[src/rtl/core/cdsd_pkg.sv]
// ----------------------------------------------------------------------------
// cdsd_pkg: shared types and control store for the card deck dealer
// Item structs, control word fields and the read-only program of the
// sequencer.
// ----------------------------------------------------------------------------
package cdsd_pkg;

  localparam int RNDW = 31;                // random word width
  localparam int BITW = $clog2(RNDW);      // remainder step counter width
  localparam int UAW  = 5;                 // control store address width

  typedef struct packed {
    logic [2:0]      command;
    logic [RNDW-1:0] random_value;
    logic [7:0]      card_id;
  } in_t;

  typedef struct packed {
    logic [7:0] card;
    logic [6:0] cards_remaining;
    logic       deck_empty;
    logic [1:0] status;
    logic       last;
  } out_t;

  typedef enum logic [2:0] {
    CMD_RESTACK = 3'd0,
    CMD_SHUFFLE = 3'd1,
    CMD_DEAL    = 3'd2,
    CMD_HAND    = 3'd3,
    CMD_PEEK    = 3'd4,
    CMD_REPLACE = 3'd5
  } cmd_e;

  typedef enum logic [1:0] {
    ST_OK    = 2'd0,
    ST_UNDER = 2'd1,
    ST_DONE  = 2'd2
  } status_e;

  // sequencing of one step
  typedef enum logic [2:0] {
    SEQ_NEXT,
    SEQ_JUMP,
    SEQ_BRANCH,
    SEQ_DISPATCH,
    SEQ_END
  } seq_e;

  // branch condition select
  typedef enum logic [2:0] {
    C_EMPTY,
    C_FEW,
    C_SHUF_DONE,
    C_FILL_LAST,
    C_DIV_LAST,
    C_HAND_LAST
  } cond_e;

  // datapath action of one step
  typedef enum logic [3:0] {
    A_NONE,
    A_IDX_CLR,
    A_RS_WR,
    A_RS_FIN,
    A_DIV_INIT,
    A_DIV_STEP,
    A_PICK,
    A_HOLD,
    A_SW1,
    A_SW2,
    A_DEC,
    A_RD_TOP,
    A_LOAD,
    A_IDX_INC,
    A_RD_BOT,
    A_WR_BOT
  } act_e;

  // result produced by a step
  typedef enum logic [2:0] {
    EM_NONE,
    EM_OK,
    EM_UNDER,
    EM_DONE,
    EM_CARD,
    EM_HAND
  } emit_e;

  typedef struct packed {
    seq_e           seq;
    cond_e          cond;
    logic           inv;
    logic [UAW-1:0] target;
    act_e           act;
    emit_e          emit;
  } ucode_t;

  // condition flags from the datapath
  typedef struct packed {
    logic empty_deck;
    logic few_cards;
    logic shuf_done;
    logic fill_last;
    logic div_last;
    logic hand_last;
  } flags_t;

  // program addresses
  localparam logic [UAW-1:0] U_DISPATCH = 5'd0;
  localparam logic [UAW-1:0] U_RS_INIT  = 5'd1;
  localparam logic [UAW-1:0] U_RS_WR    = 5'd2;
  localparam logic [UAW-1:0] U_RS_FIN   = 5'd3;
  localparam logic [UAW-1:0] U_E_OK     = 5'd4;
  localparam logic [UAW-1:0] U_E_UNDER  = 5'd5;
  localparam logic [UAW-1:0] U_E_DONE   = 5'd6;
  localparam logic [UAW-1:0] U_E_CARD   = 5'd7;
  localparam logic [UAW-1:0] U_SH_CHK0  = 5'd8;
  localparam logic [UAW-1:0] U_SH_CHK1  = 5'd9;
  localparam logic [UAW-1:0] U_SH_DINIT = 5'd10;
  localparam logic [UAW-1:0] U_SH_DSTEP = 5'd11;
  localparam logic [UAW-1:0] U_SH_PICK  = 5'd12;
  localparam logic [UAW-1:0] U_SH_HOLD  = 5'd13;
  localparam logic [UAW-1:0] U_SH_SW1   = 5'd14;
  localparam logic [UAW-1:0] U_SH_SW2   = 5'd15;
  localparam logic [UAW-1:0] U_DT_CHK   = 5'd16;
  localparam logic [UAW-1:0] U_DT_DEC   = 5'd17;
  localparam logic [UAW-1:0] U_DT_RD    = 5'd18;
  localparam logic [UAW-1:0] U_DT_LD    = 5'd19;
  localparam logic [UAW-1:0] U_DH_CHK   = 5'd20;
  localparam logic [UAW-1:0] U_DH_INIT  = 5'd21;
  localparam logic [UAW-1:0] U_DH_DEC   = 5'd22;
  localparam logic [UAW-1:0] U_DH_RD    = 5'd23;
  localparam logic [UAW-1:0] U_DH_LD    = 5'd24;
  localparam logic [UAW-1:0] U_DH_EMIT  = 5'd25;
  localparam logic [UAW-1:0] U_DH_END   = 5'd26;
  localparam logic [UAW-1:0] U_PK_CHK   = 5'd27;
  localparam logic [UAW-1:0] U_PK_RD    = 5'd28;
  localparam logic [UAW-1:0] U_PK_LD    = 5'd29;
  localparam logic [UAW-1:0] U_RP_CHK   = 5'd30;
  localparam logic [UAW-1:0] U_RP_WR    = 5'd31;

  function automatic ucode_t uw(seq_e seq, cond_e cond, logic inv,
                                logic [UAW-1:0] target, act_e act, emit_e emit);
    ucode_t w;
    w.seq    = seq;
    w.cond   = cond;
    w.inv    = inv;
    w.target = target;
    w.act    = act;
    w.emit   = emit;
    return w;
  endfunction

  localparam ucode_t UW_NOP = '{seq: SEQ_NEXT, cond: C_EMPTY, inv: 1'b0,
                                target: U_DISPATCH, act: A_NONE, emit: EM_NONE};

  function automatic ucode_t ucode_rom(logic [UAW-1:0] upc);
    ucode_t w;
    w = UW_NOP;
    unique case (upc)
      U_DISPATCH: w = uw(SEQ_DISPATCH, C_EMPTY, 1'b0, U_DISPATCH, A_NONE, EM_NONE);
      // restack: fill every position with its own index
      U_RS_INIT:  w = uw(SEQ_NEXT,   C_EMPTY,     1'b0, U_DISPATCH, A_IDX_CLR, EM_NONE);
      U_RS_WR:    w = uw(SEQ_BRANCH, C_FILL_LAST, 1'b1, U_RS_WR,    A_RS_WR,   EM_NONE);
      U_RS_FIN:   w = uw(SEQ_JUMP,   C_EMPTY,     1'b0, U_E_OK,     A_RS_FIN,  EM_NONE);
      // single-result endings
      U_E_OK:     w = uw(SEQ_END, C_EMPTY, 1'b0, U_DISPATCH, A_NONE, EM_OK);
      U_E_UNDER:  w = uw(SEQ_END, C_EMPTY, 1'b0, U_DISPATCH, A_NONE, EM_UNDER);
      U_E_DONE:   w = uw(SEQ_END, C_EMPTY, 1'b0, U_DISPATCH, A_NONE, EM_DONE);
      U_E_CARD:   w = uw(SEQ_END, C_EMPTY, 1'b0, U_DISPATCH, A_NONE, EM_CARD);
      // shuffle step: empty and done checks, remainder, then swap
      U_SH_CHK0:  w = uw(SEQ_BRANCH, C_EMPTY,     1'b0, U_E_UNDER,  A_NONE,     EM_NONE);
      U_SH_CHK1:  w = uw(SEQ_BRANCH, C_SHUF_DONE, 1'b0, U_E_DONE,   A_NONE,     EM_NONE);
      U_SH_DINIT: w = uw(SEQ_NEXT,   C_EMPTY,     1'b0, U_DISPATCH, A_DIV_INIT, EM_NONE);
      U_SH_DSTEP: w = uw(SEQ_BRANCH, C_DIV_LAST,  1'b1, U_SH_DSTEP, A_DIV_STEP, EM_NONE);
      U_SH_PICK:  w = uw(SEQ_NEXT,   C_EMPTY,     1'b0, U_DISPATCH, A_PICK,     EM_NONE);
      U_SH_HOLD:  w = uw(SEQ_NEXT,   C_EMPTY,     1'b0, U_DISPATCH, A_HOLD,     EM_NONE);
      U_SH_SW1:   w = uw(SEQ_NEXT,   C_EMPTY,     1'b0, U_DISPATCH, A_SW1,      EM_NONE);
      U_SH_SW2:   w = uw(SEQ_JUMP,   C_EMPTY,     1'b0, U_E_OK,     A_SW2,      EM_NONE);
      // deal top
      U_DT_CHK:   w = uw(SEQ_BRANCH, C_EMPTY, 1'b0, U_E_UNDER,  A_NONE,   EM_NONE);
      U_DT_DEC:   w = uw(SEQ_NEXT,   C_EMPTY, 1'b0, U_DISPATCH, A_DEC,    EM_NONE);
      U_DT_RD:    w = uw(SEQ_NEXT,   C_EMPTY, 1'b0, U_DISPATCH, A_RD_TOP, EM_NONE);
      U_DT_LD:    w = uw(SEQ_JUMP,   C_EMPTY, 1'b0, U_E_CARD,   A_LOAD,   EM_NONE);
      // deal hand
      U_DH_CHK:   w = uw(SEQ_BRANCH, C_FEW,       1'b0, U_E_UNDER,  A_NONE,    EM_NONE);
      U_DH_INIT:  w = uw(SEQ_NEXT,   C_EMPTY,     1'b0, U_DISPATCH, A_IDX_CLR, EM_NONE);
      U_DH_DEC:   w = uw(SEQ_NEXT,   C_EMPTY,     1'b0, U_DISPATCH, A_DEC,     EM_NONE);
      U_DH_RD:    w = uw(SEQ_NEXT,   C_EMPTY,     1'b0, U_DISPATCH, A_RD_TOP,  EM_NONE);
      U_DH_LD:    w = uw(SEQ_NEXT,   C_EMPTY,     1'b0, U_DISPATCH, A_LOAD,    EM_NONE);
      U_DH_EMIT:  w = uw(SEQ_BRANCH, C_HAND_LAST, 1'b1, U_DH_DEC,   A_IDX_INC, EM_HAND);
      U_DH_END:   w = uw(SEQ_END,    C_EMPTY,     1'b0, U_DISPATCH, A_NONE,    EM_NONE);
      // peek bottom
      U_PK_CHK:   w = uw(SEQ_BRANCH, C_EMPTY, 1'b0, U_E_UNDER,  A_NONE,   EM_NONE);
      U_PK_RD:    w = uw(SEQ_NEXT,   C_EMPTY, 1'b0, U_DISPATCH, A_RD_BOT, EM_NONE);
      U_PK_LD:    w = uw(SEQ_JUMP,   C_EMPTY, 1'b0, U_E_CARD,   A_LOAD,   EM_NONE);
      // replace bottom
      U_RP_CHK:   w = uw(SEQ_BRANCH, C_EMPTY, 1'b0, U_E_UNDER, A_NONE,   EM_NONE);
      U_RP_WR:    w = uw(SEQ_JUMP,   C_EMPTY, 1'b0, U_E_OK,    A_WR_BOT, EM_NONE);
      default:    w = UW_NOP;
    endcase
    return w;
  endfunction

  function automatic logic [UAW-1:0] dispatch(logic [2:0] cmd);
    logic [UAW-1:0] a;
    a = U_E_OK;
    case (cmd)
      CMD_RESTACK: a = U_RS_INIT;
      CMD_SHUFFLE: a = U_SH_CHK0;
      CMD_DEAL:    a = U_DT_CHK;
      CMD_HAND:    a = U_DH_CHK;
      CMD_PEEK:    a = U_PK_CHK;
      CMD_REPLACE: a = U_RP_CHK;
      default:     a = U_E_OK;
    endcase
    return a;
  endfunction

endpackage

[src/rtl/core/card_deck_shuffle_dealer.sv]
// ----------------------------------------------------------------------------
// card_deck_shuffle_dealer: card deck store with one-swap-per-item shuffle
// Microcoded controller over a deck RAM, count/cursor registers and a
// bit-serial remainder unit.
// ----------------------------------------------------------------------------
// Usage:
//   An item (command, random word, card id) is taken at a clock edge with
//   start high and busy low. busy stays high until the item's last result
//   has been produced. Each result item shows on res_o for exactly one cycle
//   with res_valid_o high; there is no backpressure, the receiver must take
//   it. The strobe of a single-result item appears in the cycle busy falls;
//   a hand strobes once per card, its last card in the final busy
//   cycle, so a new start may follow right after.
//   A shuffle step runs 31 remainder steps, one bit per cycle, then a
//   read-read-write-write swap through the deck RAM's read and write
//   ports; a hand takes one RAM read per card.
//   Reset clears card count, shuffle cursor and the controller; the deck RAM
//   is not cleared, since nothing reads it before a restack fills it.
// ----------------------------------------------------------------------------
module card_deck_shuffle_dealer #(
  parameter int DECK_SIZE = 64,
  parameter int HAND_SIZE = 8
) (
  input  logic             clk_i,
  input  logic             rst_ni,
  input  logic             start,
  output logic             busy,
  input  cdsd_pkg::in_t    item_i,
  output cdsd_pkg::out_t   res_o,
  output logic             res_valid_o
);
  import cdsd_pkg::*;

  localparam int AW  = $clog2(DECK_SIZE);        // deck address
  localparam int CW  = $clog2(DECK_SIZE + 1);    // card count
  localparam int HCW = $clog2(HAND_SIZE + 1);
  localparam int IW  = (CW > HCW) ? CW : HCW;    // loop index

  logic   go;
  ucode_t uw;
  flags_t flags;

  // captured item
  logic [2:0]      cmd_q;
  logic [RNDW-1:0] rnd_q, rnd_d;
  logic [7:0]      id_q;

  // architectural state
  logic [CW-1:0] count_q, count_d;
  logic [AW-1:0] cursor_q, cursor_d;

  // work registers
  logic [IW-1:0]   idx_q, idx_d;
  logic [CW-1:0]   span_q, span_d;
  logic [CW-1:0]   rem_q, rem_d;
  logic [BITW-1:0] bit_q, bit_d;
  logic [AW-1:0]   pick_q, pick_d;
  logic [7:0]      hold_q, hold_d;
  logic [7:0]      card_q, card_d;
  logic [CW:0]     trial;

  // RAM port
  logic          we;
  logic [AW-1:0] waddr, raddr;
  logic [7:0]    wdata, rdata;

  // result register
  out_t res_q, res_d;
  logic res_valid_q, res_valid_d;

  assign go = start && !busy;

  assign flags.empty_deck = (count_q == '0);
  assign flags.few_cards  = (IW'(count_q) < IW'(HAND_SIZE));
  assign flags.shuf_done  = ((CW'(cursor_q) + CW'(1)) >= count_q);
  assign flags.fill_last  = (idx_q == IW'(DECK_SIZE - 1));
  assign flags.div_last   = (bit_q == '0);
  assign flags.hand_last  = (idx_q == IW'(HAND_SIZE - 1));

  cdsd_useq u_useq (
    .clk_i   (clk_i),
    .rst_ni  (rst_ni),
    .go_i    (go),
    .cmd_i   (cmd_q),
    .flags_i (flags),
    .busy_o  (busy),
    .uw_o    (uw)
  );

  cdsd_ram #(
    .WIDTH (8),
    .DEPTH (DECK_SIZE)
  ) u_deck (
    .clk_i   (clk_i),
    .we_i    (we),
    .waddr_i (waddr),
    .wdata_i (wdata),
    .raddr_i (raddr),
    .rdata_o (rdata)
  );

  // restoring remainder: shift in one random bit, subtract span if it fits
  assign trial = {rem_q, rnd_q[RNDW-1]};

  // datapath, one action per program step
  always_comb begin
    count_d  = count_q;
    cursor_d = cursor_q;
    idx_d    = idx_q;
    span_d   = span_q;
    rem_d    = rem_q;
    bit_d    = bit_q;
    rnd_d    = rnd_q;
    pick_d   = pick_q;
    hold_d   = hold_q;
    card_d   = card_q;
    we       = 1'b0;
    waddr    = cursor_q;
    wdata    = rdata;
    raddr    = cursor_q;
    if (go) begin
      rnd_d = item_i.random_value;
    end
    unique case (uw.act)
      A_NONE: ;
      A_IDX_CLR: idx_d = '0;
      A_RS_WR: begin
        we    = 1'b1;
        waddr = AW'(idx_q);
        wdata = 8'(idx_q);
        idx_d = idx_q + IW'(1);
      end
      A_RS_FIN: begin
        count_d  = CW'(DECK_SIZE);
        cursor_d = '0;
      end
      A_DIV_INIT: begin
        span_d = count_q - CW'(cursor_q);
        rem_d  = '0;
        bit_d  = BITW'(RNDW - 1);
      end
      A_DIV_STEP: begin
        if (trial >= {1'b0, span_q}) begin
          rem_d = CW'(trial - {1'b0, span_q});
        end else begin
          rem_d = trial[CW-1:0];
        end
        rnd_d = {rnd_q[RNDW-2:0], 1'b0};
        bit_d = bit_q - BITW'(1);
      end
      A_PICK: begin
        pick_d = cursor_q + rem_q[AW-1:0];   // rem < span, so it fits
        raddr  = cursor_q;
      end
      A_HOLD: begin
        hold_d = rdata;                      // entry at cursor
        raddr  = pick_q;
      end
      A_SW1: begin
        we    = 1'b1;                        // entry at pick into cursor
        waddr = cursor_q;
        wdata = rdata;
      end
      A_SW2: begin
        we       = 1'b1;
        waddr    = pick_q;
        wdata    = hold_q;
        cursor_d = cursor_q + AW'(1);
      end
      A_DEC:     count_d = count_q - CW'(1);
      A_RD_TOP:  raddr = count_q[AW-1:0];    // already decremented, below DECK_SIZE
      A_LOAD:    card_d = rdata;
      A_IDX_INC: idx_d = idx_q + IW'(1);
      A_RD_BOT:  raddr = '0;
      A_WR_BOT: begin
        we    = 1'b1;
        waddr = '0;
        wdata = id_q;
      end
      default: ;
    endcase
  end

  // result formatting
  always_comb begin
    res_valid_d         = (uw.emit != EM_NONE);
    res_d.card          = '0;
    res_d.cards_remaining = 7'(count_q);
    res_d.deck_empty    = (count_q == '0);
    res_d.status        = ST_OK;
    res_d.last          = 1'b1;
    case (uw.emit)
      EM_CARD: res_d.card = card_q;
      EM_HAND: begin
        res_d.card = card_q;
        res_d.last = flags.hand_last;
      end
      EM_UNDER: res_d.status = ST_UNDER;
      EM_DONE:  res_d.status = ST_DONE;
      default: ;
    endcase
  end

  always_ff @(posedge clk_i or negedge rst_ni) begin
    if (!rst_ni) begin
      count_q     <= '0;
      cursor_q    <= '0;
      res_valid_q <= 1'b0;
    end else begin
      count_q     <= count_d;
      cursor_q    <= cursor_d;
      res_valid_q <= res_valid_d;
    end
  end

  always_ff @(posedge clk_i) begin
    if (go) begin
      cmd_q <= item_i.command;
      id_q  <= item_i.card_id;
    end
    rnd_q  <= rnd_d;
    idx_q  <= idx_d;
    span_q <= span_d;
    rem_q  <= rem_d;
    bit_q  <= bit_d;
    pick_q <= pick_d;
    hold_q <= hold_d;
    card_q <= card_d;
    res_q  <= res_d;
  end

  assign res_o       = res_q;
  assign res_valid_o = res_valid_q;

endmodule

[src/rtl/core/cdsd_ram.sv]
// ----------------------------------------------------------------------------
// cdsd_ram: generic single-port-write, single-port-read RAM
// One write and one registered read per cycle.
// ----------------------------------------------------------------------------
module cdsd_ram #(
  parameter int WIDTH = 8,
  parameter int DEPTH = 64
) (
  input  logic                     clk_i,
  input  logic                     we_i,
  input  logic [$clog2(DEPTH)-1:0] waddr_i,
  input  logic [WIDTH-1:0]         wdata_i,
  input  logic [$clog2(DEPTH)-1:0] raddr_i,
  output logic [WIDTH-1:0]         rdata_o
);

  logic [WIDTH-1:0] mem_q [DEPTH];
  logic [WIDTH-1:0] rdata_q;

  always_ff @(posedge clk_i) begin
    if (we_i) begin
      mem_q[waddr_i] <= wdata_i;
    end
    rdata_q <= mem_q[raddr_i];
  end

  assign rdata_o = rdata_q;

endmodule

[src/rtl/core/cdsd_useq.sv]
// ----------------------------------------------------------------------------
// cdsd_useq: control sequencer
// Step counter over the read-only program, with branch and dispatch.
// ----------------------------------------------------------------------------
module cdsd_useq (
  input  logic                      clk_i,
  input  logic                      rst_ni,
  input  logic                      go_i,
  input  logic [2:0]                cmd_i,
  input  cdsd_pkg::flags_t          flags_i,
  output logic                      busy_o,
  output cdsd_pkg::ucode_t          uw_o
);
  import cdsd_pkg::*;

  logic           run_q, run_d;
  logic [UAW-1:0] upc_q, upc_d;
  ucode_t         uw;
  logic           cond;

  assign uw = run_q ? ucode_rom(upc_q) : UW_NOP;

  always_comb begin
    unique case (uw.cond)
      C_EMPTY:     cond = flags_i.empty_deck;
      C_FEW:       cond = flags_i.few_cards;
      C_SHUF_DONE: cond = flags_i.shuf_done;
      C_FILL_LAST: cond = flags_i.fill_last;
      C_DIV_LAST:  cond = flags_i.div_last;
      C_HAND_LAST: cond = flags_i.hand_last;
      default:     cond = 1'b0;
    endcase
  end

  always_comb begin
    run_d = run_q;
    upc_d = upc_q;
    if (go_i) begin
      run_d = 1'b1;
      upc_d = U_DISPATCH;
    end else if (run_q) begin
      unique case (uw.seq)
        SEQ_NEXT:     upc_d = upc_q + UAW'(1);
        SEQ_JUMP:     upc_d = uw.target;
        SEQ_BRANCH:   upc_d = (cond ^ uw.inv) ? uw.target : upc_q + UAW'(1);
        SEQ_DISPATCH: upc_d = dispatch(cmd_i);
        SEQ_END:      run_d = 1'b0;
        default:      run_d = 1'b0;
      endcase
    end
  end

  always_ff @(posedge clk_i or negedge rst_ni) begin
    if (!rst_ni) begin
      run_q <= 1'b0;
      upc_q <= U_DISPATCH;
    end else begin
      run_q <= run_d;
      upc_q <= upc_d;
    end
  end

  assign busy_o = run_q;
  assign uw_o   = uw;

endmodule

[config.mk]
export PLATFORM = sky130hd
export DESIGN_NAME = card_deck_shuffle_dealer
export DESIGN_NICKNAME = d
export VERILOG_FILES = /design/src/rtl/core/cdsd_pkg.sv /design/src/rtl/core/card_deck_shuffle_dealer.sv /design/src/rtl/core/cdsd_ram.sv /design/src/rtl/core/cdsd_useq.sv
export SDC_FILE = /design/constraint.sdc
export NUM_CORES = 1
export LEC_CHECK = 0
export BUFFER_PORTS_ARGS = -buffer_cell sky130_fd_sc_hd__clkbuf_2
export CORE_ASPECT_RATIO = 1.4
export CORE_MARGIN = 2
export CORE_UTILIZATION = 65
export DETAILED_ROUTE_END_ITERATION = 16
export PLACE_DENSITY = 0.8
export SYNTH_ARGS = -nofsm -noshare
export SYNTH_HDL_FRONTEND = slang
export SYNTH_HIERARCHICAL = 1
export SYNTH_SLANG_ARGS = --single-unit
[constraint.sdc]
create_clock -name clk_i -period 6.9 [get_ports clk_i]
set_clock_uncertainty 0.15 [all_clocks]
set_input_delay 0.345 -clock clk_i [delete_from_list [all_inputs] [get_ports clk_i]]
set_output_delay 0.345 -clock clk_i [all_outputs]
set_load 0.1 [all_outputs]
==> out/qor.log <==
qor: status.outcome completed
qor: clock_tree.cts_root_buffer clkbuf_16
qor: timing.setup_repair_after_global_routing_missed_its_margin false
qor: timing.layout_worst_path_cycle_share 0.8704
qor: worst_setup_path.rr_startpoint u_useq/upc_q[0]
qor: cells_and_area.insertedDiodeCount 0
qor: clock_tree.number_of_levels_the_h_tree_was_split_into 2
qor: worst_setup_path.critical_path.reg2reg.endpoint u_deck/rdata_o[4]
qor: place.dpl_worst_slack 1.112 ns
qor: floorplan.placeableCoreArea 42200 um2
qor: timing.setup-tns-final 0 ns
qor: timing.report.final.hold_viol_count 0
qor: clock_tree.cts.path.max_buffers 3
qor: power_and_ir_drop.cellLeakagePower 10.21 nW
qor: cells_and_area.final_util 0.7312
qor: timing.finalCriticalPeriod 6.006 ns
qor: timing.worst_slew_margin_relative_to_its_limit 0.1292
qor: run.maxCapViolations 0
qor: global_route.grt_antenna_before_repair 0
qor: synth.synth_nets 1785
qor: floorplan.start_util 0.6582
qor: drt.route.detailed.wl_per_inst 26.33 um
qor: power_and_ir_drop.ir_worst_vdd 357.8 uV
qor: floorplan.design.die.area 44430 um2
qor: synth.mappedNetlistArea 27780 um2
qor: floorplan.io_pins 66
qor: clock_tree.worstSkewPairLatency 0.60 ns
qor: global_route.grt_pass1_vias 16130
qor: clock_tree.cts-buffers-inserted 56
qor: drt.drtPass1Iterations 9
qor: global_route.wire_length_of_the_first_global_routing_pass 96.39 mm
qor: worst_setup_path.reg2reg_setup_slack 0.89 ns
qor: clock_tree.cts.reportedPaths.clkPinSlew 0.07 ns
qor: drt.detail_route.iter0.violations 1890
qor: timing.maxClockFrequency 166.5 MHz
qor: place.routabilityCongestion 0.9043
qor: clock_tree.clock_tree_from_tritoncts yes
qor: floorplan.die_y 248.6 um
qor: worst_setup_path.cp-start-kind flip-flop
qor: worst_setup_path.setup.worst_path.end_class flip-flop
qor: drt.via_count 15840
qor: floorplan.die_w 178.7 um
qor: cells_and_area.synthToLayoutAreaGrowth 11.09%
qor: hold_path.min_path_type primary input to asynchronous set/reset pin
qor: global_route.groute.usage.overall 0.2920
qor: worst_setup_path.timing.critical_path.required 7.21 ns
qor: place.place.port_buffers 65
qor: clock_tree.number_of_clock_sinks_seen_by_cts 649
qor: drt.routed_via_density 6.627
qor: cells_and_area.share_of_cells_above_drive_strength_1 0.2012
qor: worst_setup_path.critPathMaxFanout 84
qor: drt.drcViolationCount 0
qor: global_route.grt_start_max_net_pins 85
qor: worst_setup_path.worstSetupStartpoint u_useq/upc_q[0]
qor: worst_setup_path.critical_path.endpoint u_deck/rdata_o[4]
qor: worst_setup_path.critPathKind flip-flop to flip-flop
qor: synth.synthesis.instances 1696
qor: global_route.grt_overflow 0
qor: worst_setup_path.arrival 6.31 ns
qor: timing.final_critical_path_setup_slack 0.8944 ns
qor: drt.wl 62.94 mm
qor: cells_and_area.finalNetCount 1886
qor: drt.ant_nets 0
qor: place.detailed_place_hpwl 39.07 mm
qor: timing.setup_violations 0
qor: timing.finalMaxSlewViolations 0
qor: synth.yosys_warnings 6
qor: clock_tree.post_cts_buffers 0
qor: power_and_ir_drop.pwr_density_cell 404.1 nW/um2
qor: clock_tree.post_cts.resized_instances 0
qor: synth.mean_instance_size_in_the_synthesized_netlist 16.38 um2
qor: worst_setup_path.worstRegToRegCells 16
qor: timing.max_slew.worst_pin.slew 1.302 ns
qor: floorplan.placement_rows 89
## flip-flops by register name (all words and copies together), names as in the netlist
signal / flops
rnd_q: 31
u_useq/busy_o: 1
count_q: 7
bit_q: 5
u_useq/upc_q: 5
card_q: 8
res_o: 19
res_valid_o: 1
span_q: 7
cursor_q: 6
u_deck/rdata_o: 8
hold_q: 8
pick_q: 6
id_q: 8
u_deck/mem_q: 512
cmd_q: 3
rem_q: 7
idx_q: 7
## stage by stage
stage	cells	hold WS (ns)	total power, mW	cell area [um2]
after global placement	2241	0.2173	9.103	28480
after floorplan	1696	-0.1006	8.146	27780
after detailed placement	2241	0.2355	9.213	28480
final	2390	0.1262	12.47	30860
after CTS	2389	0.1302	12.49	30850
after global routing	2390	0.1768	12.95	30860
## metal layers
metal	up-vias	GRT usage	wire, um
met4	0	0.1364	3217
li1	6873	-	-
met1	7940	0.3616	22080
met2	831	0.5070	33350
met3	194	0.04067	4289
met5	-	0	0
## worst min path at each step
stage / start / end / slack, ns
finish: rst_ni / u_useq/busy_o / 0.13
global route: rst_ni / u_useq/upc_q[4] / 0.18
CTS: rst_ni / u_useq/busy_o / 0.13
detailed placement: rst_ni / u_useq/busy_o / 0.24
global placement: rst_ni / u_useq/busy_o / 0.22
floorplan: rst_ni / count_q[0] / -0.10
## layout make-up
class                      instances  area [um2]
clock buffer                      67        1524
clock inverter                    38       410.4
fill                            2425       11340
inverter                          47       186.4
multi-input combinational        909        7998
sequential                       649       19110
tap                              546       683.2
timing repair buffer             134       950.9
## power breakdown
group	total (mW)	switching [mW]	internal (mW)
sequential	5.65	0.228	5.42
combinational	3.54	2.42	1.12
clock	3.28	1.40	1.88
## placed cells by master, fill, tap and decap left out, types with 8 or more instances in the layout
cell type,n
a211oi_1,9
a21oi_1,32
a222oi_1,19
and2_1,11
buf_4,26
bufinv_16,8
clkbuf_16,57
clkbuf_2,65
clkinv_1,9
clkinv_2,12
dfrtp_1,20
dfxtp_1,28
dlygate4sd3_1,43
edfxtp_1,601
ha_1,41
inv_1,41
mux2_2,18
mux2i_1,34
mux4_2,126
nand2_1,126
nand2b_1,22
nand3_1,61
nor2_1,130
nor2b_1,26
nor3_1,18
o21ai_0,27
o221ai_1,10
o22ai_1,10
xnor2_1,15
xor2_1,8
## worst max-delay path: stages (launching register included)
cell,delay [ns]
dfrtp_1,0.55
inv_1,0.19
ha_1,0.25
mux2i_1,0.20
mux2_2,0.19
a32oi_1,0.06
nor2_1,0.68
nand2b_1,0.34
nor2_1,0.07
buf_4,0.19
a222oi_1,0.67
inv_8,0.42
mux4_2,0.62
mux2_2,0.27
o221a_2,0.27
nor3_1,0.39
o32ai_1,0.19
## repair_timing
item / in CTS / in global routing
setup endpoints to repair: 0 / 0
hold buffers: 43 / 0
endpoints found under the hold margin: 62 / 0
Note: power is estimated with default switching activity, not from simulation.
